[src/hw/rtl/lmcd_pkg.sv]
`default_nettype none

package lmcd_pkg;

    // Commands carried by the cmd field of an input word.
    typedef enum logic [1:0] {
        CMD_SET_PIXEL = 2'd0,
        CMD_REFRESH   = 2'd1,
        CMD_INIT      = 2'd2,
        CMD_OPEN_LINE = 2'd3
    } cmd_t;

    // Result kinds.
    typedef logic [1:0] kind_t;
    localparam kind_t KIND_RESET = 2'd0;
    localparam kind_t KIND_DOT   = 2'd1;
    localparam kind_t KIND_PIXEL = 2'd2;
    localparam kind_t KIND_LINE  = 2'd3;

    localparam int          BYTE_W     = 8;
    localparam int          COLOURS    = 3;
    localparam int          PIXEL_W    = COLOURS * BYTE_W;
    localparam int          DOT_WORDS  = 24;
    localparam logic [7:0]  DOT_WORD   = 8'h3F;
    localparam logic [3:0]  BITS_NONE  = 4'd0;
    localparam logic [3:0]  BITS_DOT   = 4'd6;
    localparam logic [3:0]  BITS_PIXEL = 4'd8;

    // Colour slots within one pixel, in shift order.
    localparam logic [1:0]  SLOT_BLUE  = 2'd0;
    localparam logic [1:0]  SLOT_GREEN = 2'd1;
    localparam logic [1:0]  SLOT_RED   = 2'd2;

    typedef enum logic [1:0] {
        ST_IDLE,
        ST_READ,
        ST_EMIT,
        ST_INIT
    } state_t;

endpackage

`default_nettype wire

[src/hw/rtl/lmcd_ram.sv]
`default_nettype none

module lmcd_ram #(
    parameter int WIDTH = 8,
    parameter int DEPTH = 64
) (
    input  wire logic                     clk,
    input  wire logic                     wr_en,
    input  wire logic [$clog2(DEPTH)-1:0] wr_addr,
    input  wire logic [WIDTH-1:0]         wr_data,
    input  wire logic                     rd_en,
    input  wire logic [$clog2(DEPTH)-1:0] rd_addr,
    output logic      [WIDTH-1:0]         rd_data
);

    logic [WIDTH-1:0] mem [DEPTH];

    always_ff @(posedge clk)
    begin
        if (wr_en)
        begin
            mem[wr_addr] <= wr_data;
        end
        if (rd_en)
        begin
            rd_data <= mem[rd_addr];
        end
    end

endmodule

`default_nettype wire

[src/hw/rtl/lmcd_frame.sv]
`default_nettype none

module lmcd_frame #(
    parameter int DEPTH = 64
) (
    input  wire logic                        clk,
    input  wire logic                        rst_n,
    input  wire logic                        wr_en,
    input  wire logic [$clog2(DEPTH)-1:0]    wr_addr,
    input  wire logic [lmcd_pkg::PIXEL_W-1:0] wr_data,
    input  wire logic                        rd_en,
    input  wire logic [$clog2(DEPTH)-1:0]    rd_addr,
    output logic      [lmcd_pkg::PIXEL_W-1:0] rd_data
);

    import lmcd_pkg::*;

    // One flag per pixel: a pixel never written since reset reads as zero.
    logic [DEPTH-1:0]   valid_reg;
    logic               rd_valid_reg;
    logic [PIXEL_W-1:0] ram_q;

    lmcd_ram #(
        .WIDTH (PIXEL_W),
        .DEPTH (DEPTH)
    ) u_ram (
        .clk     (clk),
        .wr_en   (wr_en),
        .wr_addr (wr_addr),
        .wr_data (wr_data),
        .rd_en   (rd_en),
        .rd_addr (rd_addr),
        .rd_data (ram_q)
    );

    always_ff @(posedge clk or negedge rst_n)
    begin
        if (!rst_n)
        begin
            valid_reg    <= '0;
            rd_valid_reg <= 1'b0;
        end
        else
        begin
            if (wr_en)
            begin
                valid_reg[wr_addr] <= 1'b1;
            end
            if (rd_en)
            begin
                rd_valid_reg <= valid_reg[rd_addr];
            end
        end
    end

    assign rd_data = rd_valid_reg ? ram_q : '0;

endmodule

`default_nettype wire

[src/hw/rtl/led_matrix_column_driver.sv]
`default_nettype none

// Channel   Direction  Handshake                 Payload
// command   in         start high, busy low      cmd, column, row, red, green, blue, line
// result    out        strobe, one cycle each    kind, word, word_bits, latch_pulse,
//                                                bank_select, line_mask, last
//
// Set pixel writes the frame store in the accept cycle and leaves busy low. Open line
// gives its single word in the cycle after accept and also leaves busy low. Refresh
// column is busy over its rows, each a frame store read and then blue, green and red
// words, so the single-port read sets the pace. Init gives a reset word and DOT_WORDS
// dot words, one word per cycle. Reset clears the frame store at once through per-pixel
// flags. The receiver cannot stall: each word is presented for exactly one cycle.

module led_matrix_column_driver #(
    parameter int MATRIX_SIZE = 8
) (
    input  wire logic       clk,
    input  wire logic       rst_n,
    input  wire logic       start,
    output logic            busy,
    input  wire logic [1:0] cmd,
    input  wire logic [2:0] column,
    input  wire logic [2:0] row,
    input  wire logic [7:0] red,
    input  wire logic [7:0] green,
    input  wire logic [7:0] blue,
    input  wire logic [3:0] line,
    output logic            strobe,
    output logic [1:0]      kind,
    output logic [7:0]      word,
    output logic [3:0]      word_bits,
    output logic            latch_pulse,
    output logic            bank_select,
    output logic [7:0]      line_mask,
    output logic            last
);

    import lmcd_pkg::*;

    localparam int PIXELS = MATRIX_SIZE * MATRIX_SIZE;
    localparam int AW     = $clog2(PIXELS);
    localparam int RW     = $clog2(MATRIX_SIZE);
    localparam int IW     = $clog2(DOT_WORDS + 1);

    localparam logic [RW-1:0] LAST_ROW = RW'(MATRIX_SIZE - 1);
    localparam logic [IW-1:0] LAST_DOT = IW'(DOT_WORDS);

    // Sequencer state. All of these are control and are cleared by reset.
    state_t        state_reg,  state_next;
    logic [2:0]    col_reg,    col_next;
    logic [RW-1:0] row_reg,    row_next;
    logic [1:0]    slot_reg,   slot_next;
    logic [IW-1:0] step_reg,   step_next;
    logic [7:0]    lines_reg,  lines_next;
    logic          bank_reg,   bank_next;
    logic          strobe_reg, strobe_next;

    // Result payload registers.
    kind_t         kind_reg,   kind_next;
    logic [7:0]    word_reg,   word_next;
    logic [3:0]    bits_reg,   bits_next;
    logic          latch_reg,  latch_next;
    logic          last_reg,   last_next;

    // Frame store port signals.
    logic               wr_en;
    logic [AW-1:0]      wr_addr;
    logic [PIXEL_W-1:0] wr_data;
    logic               rd_en;
    logic [AW-1:0]      rd_addr;
    logic [PIXEL_W-1:0] pixel;

    logic in_range_set;
    logic in_range_col;

    lmcd_frame #(
        .DEPTH (PIXELS)
    ) u_frame (
        .clk     (clk),
        .rst_n   (rst_n),
        .wr_en   (wr_en),
        .wr_addr (wr_addr),
        .wr_data (wr_data),
        .rd_en   (rd_en),
        .rd_addr (rd_addr),
        .rd_data (pixel)
    );

    // Coordinates past the matrix edge only occur for matrices below 8x8.
    assign in_range_col = int'(column) < MATRIX_SIZE;
    assign in_range_set = in_range_col && (int'(row) < MATRIX_SIZE);

    // Pixels are stored column-major, one word of blue, green and red each.
    assign wr_addr = AW'(int'(column) * MATRIX_SIZE + int'(row));
    assign wr_data = {red, green, blue};
    assign rd_addr = AW'(int'(col_reg) * MATRIX_SIZE + int'(row_reg));

    assign busy = (state_reg != ST_IDLE);

    always_comb
    begin
        state_next  = state_reg;
        col_next    = col_reg;
        row_next    = row_reg;
        slot_next   = slot_reg;
        step_next   = step_reg;
        lines_next  = lines_reg;
        bank_next   = bank_reg;
        strobe_next = 1'b0;
        kind_next   = kind_reg;
        word_next   = 8'd0;
        bits_next   = BITS_NONE;
        latch_next  = 1'b0;
        last_next   = 1'b0;
        wr_en       = 1'b0;
        rd_en       = 1'b0;

        unique case (state_reg)
            ST_IDLE:
            begin
                if (start)
                begin
                    unique case (cmd_t'(cmd))
                        CMD_SET_PIXEL:
                        begin
                            wr_en = in_range_set;
                        end
                        CMD_REFRESH:
                        begin
                            if (in_range_col)
                            begin
                                col_next   = column;
                                row_next   = '0;
                                state_next = ST_READ;
                            end
                        end
                        CMD_INIT:
                        begin
                            lines_next = 8'd0;
                            bank_next  = 1'b0;
                            step_next  = '0;
                            state_next = ST_INIT;
                        end
                        CMD_OPEN_LINE:
                        begin
                            // A line number above 7 closes every line.
                            if (line[3])
                            begin
                                lines_next = 8'd0;
                            end
                            else
                            begin
                                lines_next = lines_reg | (8'd1 << line[2:0]);
                            end
                            strobe_next = 1'b1;
                            kind_next   = KIND_LINE;
                            last_next   = 1'b1;
                        end
                    endcase
                end
            end

            ST_READ:
            begin
                rd_en      = 1'b1;
                slot_next  = SLOT_BLUE;
                state_next = ST_EMIT;
            end

            ST_EMIT:
            begin
                strobe_next = 1'b1;
                kind_next   = KIND_PIXEL;
                bits_next   = BITS_PIXEL;
                case (slot_reg)
                    SLOT_BLUE:  word_next = pixel[7:0];
                    SLOT_GREEN: word_next = pixel[15:8];
                    SLOT_RED:   word_next = pixel[23:16];
                    default:    word_next = 8'd0;
                endcase
                if (slot_reg == SLOT_RED)
                begin
                    if (row_reg == LAST_ROW)
                    begin
                        // The latch pulse comes with the final byte of the column.
                        latch_next = 1'b1;
                        last_next  = 1'b1;
                        state_next = ST_IDLE;
                    end
                    else
                    begin
                        row_next   = row_reg + 1'b1;
                        state_next = ST_READ;
                    end
                end
                else
                begin
                    slot_next = slot_reg + 1'b1;
                end
            end

            ST_INIT:
            begin
                strobe_next = 1'b1;
                step_next   = step_reg + 1'b1;
                if (step_reg == '0)
                begin
                    kind_next = KIND_RESET;
                end
                else
                begin
                    kind_next = KIND_DOT;
                    word_next = DOT_WORD;
                    bits_next = BITS_DOT;
                end
                if (step_reg == LAST_DOT)
                begin
                    // Bank select rises together with the last correction word.
                    bank_next  = 1'b1;
                    last_next  = 1'b1;
                    state_next = ST_IDLE;
                end
            end
        endcase
    end

    always_ff @(posedge clk or negedge rst_n)
    begin
        if (!rst_n)
        begin
            state_reg  <= ST_IDLE;
            col_reg    <= '0;
            row_reg    <= '0;
            slot_reg   <= '0;
            step_reg   <= '0;
            lines_reg  <= '0;
            bank_reg   <= 1'b0;
            strobe_reg <= 1'b0;
        end
        else
        begin
            state_reg  <= state_next;
            col_reg    <= col_next;
            row_reg    <= row_next;
            slot_reg   <= slot_next;
            step_reg   <= step_next;
            lines_reg  <= lines_next;
            bank_reg   <= bank_next;
            strobe_reg <= strobe_next;
        end
    end

    always_ff @(posedge clk)
    begin
        kind_reg  <= kind_next;
        word_reg  <= word_next;
        bits_reg  <= bits_next;
        latch_reg <= latch_next;
        last_reg  <= last_next;
    end

    // Bank select and the line mask are shown as they stand after each word.
    assign strobe      = strobe_reg;
    assign kind        = kind_reg;
    assign word        = word_reg;
    assign word_bits   = bits_reg;
    assign latch_pulse = latch_reg;
    assign bank_select = bank_reg;
    assign line_mask   = lines_reg;
    assign last        = last_reg;

endmodule

`default_nettype wire

[config.mk]
export PLATFORM = sky130hd
export DESIGN_NAME = led_matrix_column_driver
export DESIGN_NICKNAME = d
export VERILOG_FILES = /design/src/hw/rtl/lmcd_pkg.sv /design/src/hw/rtl/lmcd_ram.sv /design/src/hw/rtl/lmcd_frame.sv /design/src/hw/rtl/led_matrix_column_driver.sv
export SDC_FILE = /design/constraint.sdc
export NUM_CORES = 1
export LEC_CHECK = 0
export BUFFER_PORTS_ARGS = -buffer_cell sky130_fd_sc_hd__buf_2
export CAP_MARGIN = 20
export CORE_MARGIN = 4
export CORE_UTILIZATION = 45
export DETAILED_ROUTE_END_ITERATION = 16
export PLACE_DENSITY = 0.58
export SKIP_LAST_GASP = 1
export SLEW_MARGIN = 25
export SYNTH_ARGS = -nofsm -noshare
export SYNTH_HDL_FRONTEND = slang
export SYNTH_SLANG_ARGS = --single-unit
[constraint.sdc]
create_clock -name clk -period 4.25 [get_ports clk]
set_input_delay 0.6375 -clock clk [delete_from_list [all_inputs] [get_ports clk]]
set_output_delay 0.6375 -clock clk [all_outputs]
set_load 0.03 [all_outputs]
; ---- After elaboration in Yosys (flattened, before gate mapping)
; Memory sizes are Yosys's and may differ from the RTL's. A register that Yosys moved wholly into a read port is not among the register bits.
; Index checks and enable logic that the tools add are counted.
[word_totals]
regBits = 106
latch_bits = 0
ram_bits = 1536
rom_bits = 0
input_bits = 39
output_inout_bits = 27
word_cells = 115
memories = 1
[op_classes]
n_addsub = 5
multipliers = 0
n_div = 0
magnitude_cmp = 3
n_eq_ne = 19
shifts = 1
muxes = 49
bitwise = 2
reduce_logical = 20
[memory_table]
columns = name, depth, width, read_ports, rd_ports_with_merged_regs, write_ports, line
row1 = u_frame.u_ram.mem, 64, 24, 1, 1, 1, lmcd_ram.sv:16  ; logic [WIDTH-1:0] mem [DEPTH];
[op_table]
columns = cell, n
row1 = bitwise OR 64 bit, 1
row2 = case mux 8 bit (2 select lines), 2
row3 = 2-to-1 mux 24 bit, 1
row4 = case mux 8 bit (3 select lines), 1
row5 = 2-to-1 mux 1 bit, 18
row6 = 2-to-1 mux 3 bit, 5
row7 = less-than comparator 6 x 7 -> 1 bit (second input constant), 2
row8 = adder 6 x 3 -> 6 bit, 2
row9 = 2-to-1 mux 2 bit, 6
row10 = AND reduction 3 bit, 4
row11 = == test 2 bit (second input constant), 5
row12 = 2-to-1 mux 5 bit, 2
row13 = inequality test 2 bit (second input constant), 5
row14 = case mux 5 bit (2 select lines), 1
row15 = nonzero test 2 bit, 5
row16 = 2-to-1 mux 8 bit, 1
row17 = bitwise OR 8 bit, 1
row18 = case mux 2 bit (2 select lines), 2
row19 = case mux 2 bit (4 select lines), 1
row20 = case mux 4 bit (2 select lines), 1
row21 = AND reduction 4 bit, 2
row22 = left shift 1 x 3 -> 8 bit (first input constant), 1
row23 = binary-select mux 1 bit (select 6 bit), 1
row24 = demux 1 bit (select 6 bit), 1
row25 = other kinds (21), 28

; ---- Logic depth before layout (Yosys ltp)
[logic_depth]
ltp_word = 6
ltp_mapped = 9
ltp_nobuf = 7

; ---- Hierarchy
; A second synthesis with hierarchy kept.
[hier_totals]
hier_cells = 3044
area_unflattened_um2 = 64455.6
[modules_own_cells]
columns = module, n_inst, cells_per_inst, area_per_inst_um2, seq_area_each_um2
row1 = lmcd_ram, 1, 2610, 59535.8, 46844.9
row2 = lmcd_frame, 1, 263, 3140.5, 1626.6
row3 = led_matrix_column_driver, 1, 171, 1779.2, 925.9

; ---- Least setup slack after synthesis
; Ideal clock, no wire load.
[synth_path]
path_type = input port to flip-flop
startpoint = input port cmd[1]
endpoint = memory u_frame.u_ram.mem[56][0] (netlist name), enable pin
setup_ns = 0.406
arrival_time_ns = 2.966
t_required_ns = 3.844
path_slack_ns = 0.878
cell_stages = 4
path_buffers = 0
cell_sequence = or4b_2 > nor3b_1 > nand3_1 > nor2_1
[synth_between]
elab_chain_cells = 6
[synth_rtl]
columns = element, line
row1 = start: declaration, led_matrix_column_driver.sv:22  ; input wire logic [1:0] cmd,
row2 = zero test 2 bit, led_matrix_column_driver.sv:124  ; unique case (cmd_t'(cmd))
row3 = 2-to-1 mux 1 bit, led_matrix_column_driver.sv:124
row4 = 2-to-1 mux 1 bit, led_matrix_column_driver.sv:122  ; if (start)
row5 = 2-to-1 mux 1 bit, led_matrix_column_driver.sv:119  ; unique case (state_reg)
row6 = 2-to-1 mux 1 bit, lmcd_ram.sv:20  ; if (wr_en)
row7 = 2-to-1 mux 1 bit (implied by the code), lmcd_ram.sv:22  ; mem[wr_addr] <= wr_data;
row8 = end: declaration, lmcd_ram.sv:16
; No other way between the ends.

; ---- Worst setup path in the final report
[layout_path]
startpoint = register state_reg[1]
endpoint = memory u_frame.u_ram.mem[29][5] (netlist name), enable pin
[layout_between]
elab_chain_cells = 4
[layout_rtl]
columns = element, line
row1 = start: declaration, led_matrix_column_driver.sv:50  ; state_t state_reg, state_next;
row2 = start signal: assignment, led_matrix_column_driver.sv:243  ; state_reg <= state_next;
row3 = zero test 2 bit, led_matrix_column_driver.sv:119
row4 = 2-to-1 mux 1 bit, led_matrix_column_driver.sv:119
row5 = 2-to-1 mux 1 bit, lmcd_ram.sv:20
row6 = 2-to-1 mux 1 bit (implied by the code), lmcd_ram.sv:22
; No other way between the ends.

==> results_dict.tcl <==
set metrics [dict create \
    setup-violations-final 0 \
    yosysWarnings 0 \
    drive_above_1_share_pct 37.0 \
    cts.sinks 1664 \
    path_max_fanout 25 \
    yosysSeqAreaShare_pct 77.7 \
    dr.pass1.iters 6 \
    ir_drop_v 0.000433 \
    root_buffer "clkbuf_16" \
    cts.hold.buffers_added 1 \
    drt_iter0_markers 3685 \
    grt_pass1_wl_um 231000 \
    tns_ns 0 \
    die_x_um 384 \
    cpLargestDelayFamily "simple AND/OR/NAND/NOR gates" \
    min_path_type "input port to flip-flop" \
    relSlewSlack_pct 28.6 \
    path_class "flip-flop to flip-flop" \
    crit_arrival_ns 3.97 \
    first_global_vias 30700 \
    grt_max_degree 65 \
    leakage_nw 23.3 \
    grt_overflow 0 \
    die_h_um 384 \
    yosysMostFrequentCell "edfxtp_1" \
    hold_viol_final 0 \
    outcome "finished, final reports clean" \
    cts_made_buffers 168 \
    area_growth_pct 15.5 \
    synth.ff_latch_count 1664 \
    postCtsSetupRepairBufs 0 \
    synth_area_um2 63500 \
    synth.largest_area_cell "edfxtp_1" \
    critical-path-max-stage-delay_ns 0.89 \
    antenna_left 0 \
    place_inst 4649 \
    p_total_mw 44.6 \
    critPathBufInv 1 \
    synth_cell_types 45 \
    period_needed_ns 3.56 \
    vias 29700 \
    p_per_area_nw_per_um2 608 \
    place_congestion 0.879 \
    design.die.area_um2 147000 \
    crit_path_top_delay_cell "or4b_2" \
    core_um2 140000 \
    fin_crit_sh_pct 83.8 \
    synthTopCellsByArea "edfxtp_1 (74%), mux4_2 (18%), dfrtp_1 (3.5%)" \
    vias_per_cell 5.98 \
    crit_required_ns 4.65 \
    crit_path_start_kind "flip-flop" \
    hpwl_um 94000 \
    fin_area_um2 73400 \
    synth_common_cells "edfxtp_1 (1562), mux4_2 (498), dfrtp_1 (90), nor2_1 (90), or2_2 (67)" \
    nNetsFinal 2991 \
    track_usage_pct 22.3 \
    cts_tree "yes" \
    max_clock_freq_ghz 0.281 \
    drc 0 \
    htreeDepth 4 \
    fin_skew_ns 0.0294 \
    end_kind "flip-flop" \
    rsz0062_at_grt "false" \
    clk_pin_slew_worst_paths_ns 0.06 \
    avgSynthCellArea_um2 23.7 \
    io_buffers 64 \
    finish.utilization_pct 52.5 \
    cts_buffer_depth 3 \
    synth-edff-count 1562 \
    antenna_found_initial 13 \
    cts_resized 0 \
    synth_top_area_share_pct 73.8 \
    clk_latency_ns 0.80 \
    row_count 137 \
    start_util_pct 45.4 \
    worst_pin_slew_ns 1.07 \
    drv_slew 0 \
    synth-main-ff-cell "edfxtp_1" \
    place_area_um2 67800 \
    fin_cells 4969 \
    wirelength_um 162000 \
    maxCapViolCount 0 \
    largest_reg_flops 1536 \
    synth.net_count 2729 \
    syn_inst 2682 \
    synth-async-reset-ratio_pct 5.41 \
    io-pin-count 66 \
    routedWlPerCell_um 32.6 \
    crit_path_cell_trace "or4b_2 > nor3b_1 > nand2_1 > buf_4 > nor2_4" \
]
-- report_power, final --
part	internal, mW	switching (mW)	total (mW)
registers	18.3	0.717	19.0
logic	5.24	5.59	10.8
clock network	8.52	6.26	14.8
-- final timing paths --
| kind | endpoint | slack (ns) | start | depth (start not counted) |
|---|---|---|---|---|
| min in group asynchronous | step_reg[1] | 0.50 | rst_n | 2 |
| max reg2reg | u_frame.u_ram.mem[29][5] | 0.69 | state_reg[1] | 5 |
| max | u_frame.u_ram.mem[29][5] | 0.69 | state_reg[1] | 5 |
| min | u_frame.u_ram.mem[53][9] | 0.11 | green[1] | 1 |
| min reg2reg | u_frame.valid_reg[19] | 0.47 | u_frame.valid_reg[19] | 1 |
| max in group asynchronous | u_frame.valid_reg[16] | 2.74 | rst_n | 3 |
-- layout make-up --
| type | instances | area, um^2 |
|---|---|---|
| diodes | 7 | 17.5 |
| clock buffers | 198 | 4420 |
| clock inverters | 114 | 1130 |
| fillers | 10700 | 66500 |
| inverters | 12 | 45.0 |
| multi-input cells | 867 | 13900 |
| flip-flops and latches | 1664 | 49400 |
| well taps | 1876 | 2350 |
| repair buffers | 231 | 2090 |
-- metal layers --
metal  wire, um  track usage, %  up-vias
met4       3440            5.67        0
li1           -               -    11900
met3      13000            5.41      178
met1      67300            31.8    16400
met2      77900            35.0     1246
met5          0               0        -
-- cell families (layout without fill, tap and decap cells) --
family,Yosys count,after routing,share of synthesized area (%)
AND/OR/NAND/NOR,234,234,1.78
other,1,8,0.00590
adder cells (fa/ha/maj),8,8,0.158
XOR/XNOR,4,4,0.0551
multiplexers,537,537,18.3
AO/OA/AOI/OAI,83,83,0.845
flip-flops,1664,1664,77.7
buffers and inverters,151,555,1.12
-- layout by cell type, fill, tap and decap left out, drive strengths merged, types with 21 or more instances in the layout --
cell type,count
edfxtp,1562
mux4,498
buf,230
clkbuf,198
dfrtp,90
nor2,90
clkinv,78
or2,67
nand2,44
o21ai,32
mux2,21
inv,21
-- through the flow --
step	hold WS [ns]	worst slack (ns)
2_1_floorplan	0.342	0.878
3_3_place_gp	0.447	0.627
3_5_place_dp	0.451	0.580
4_1_cts	0.0545	0.741
5_1_grt	0.0920	0.680
6_report	0.113	0.687
Note: power is estimated with default switching activity, not from simulation.
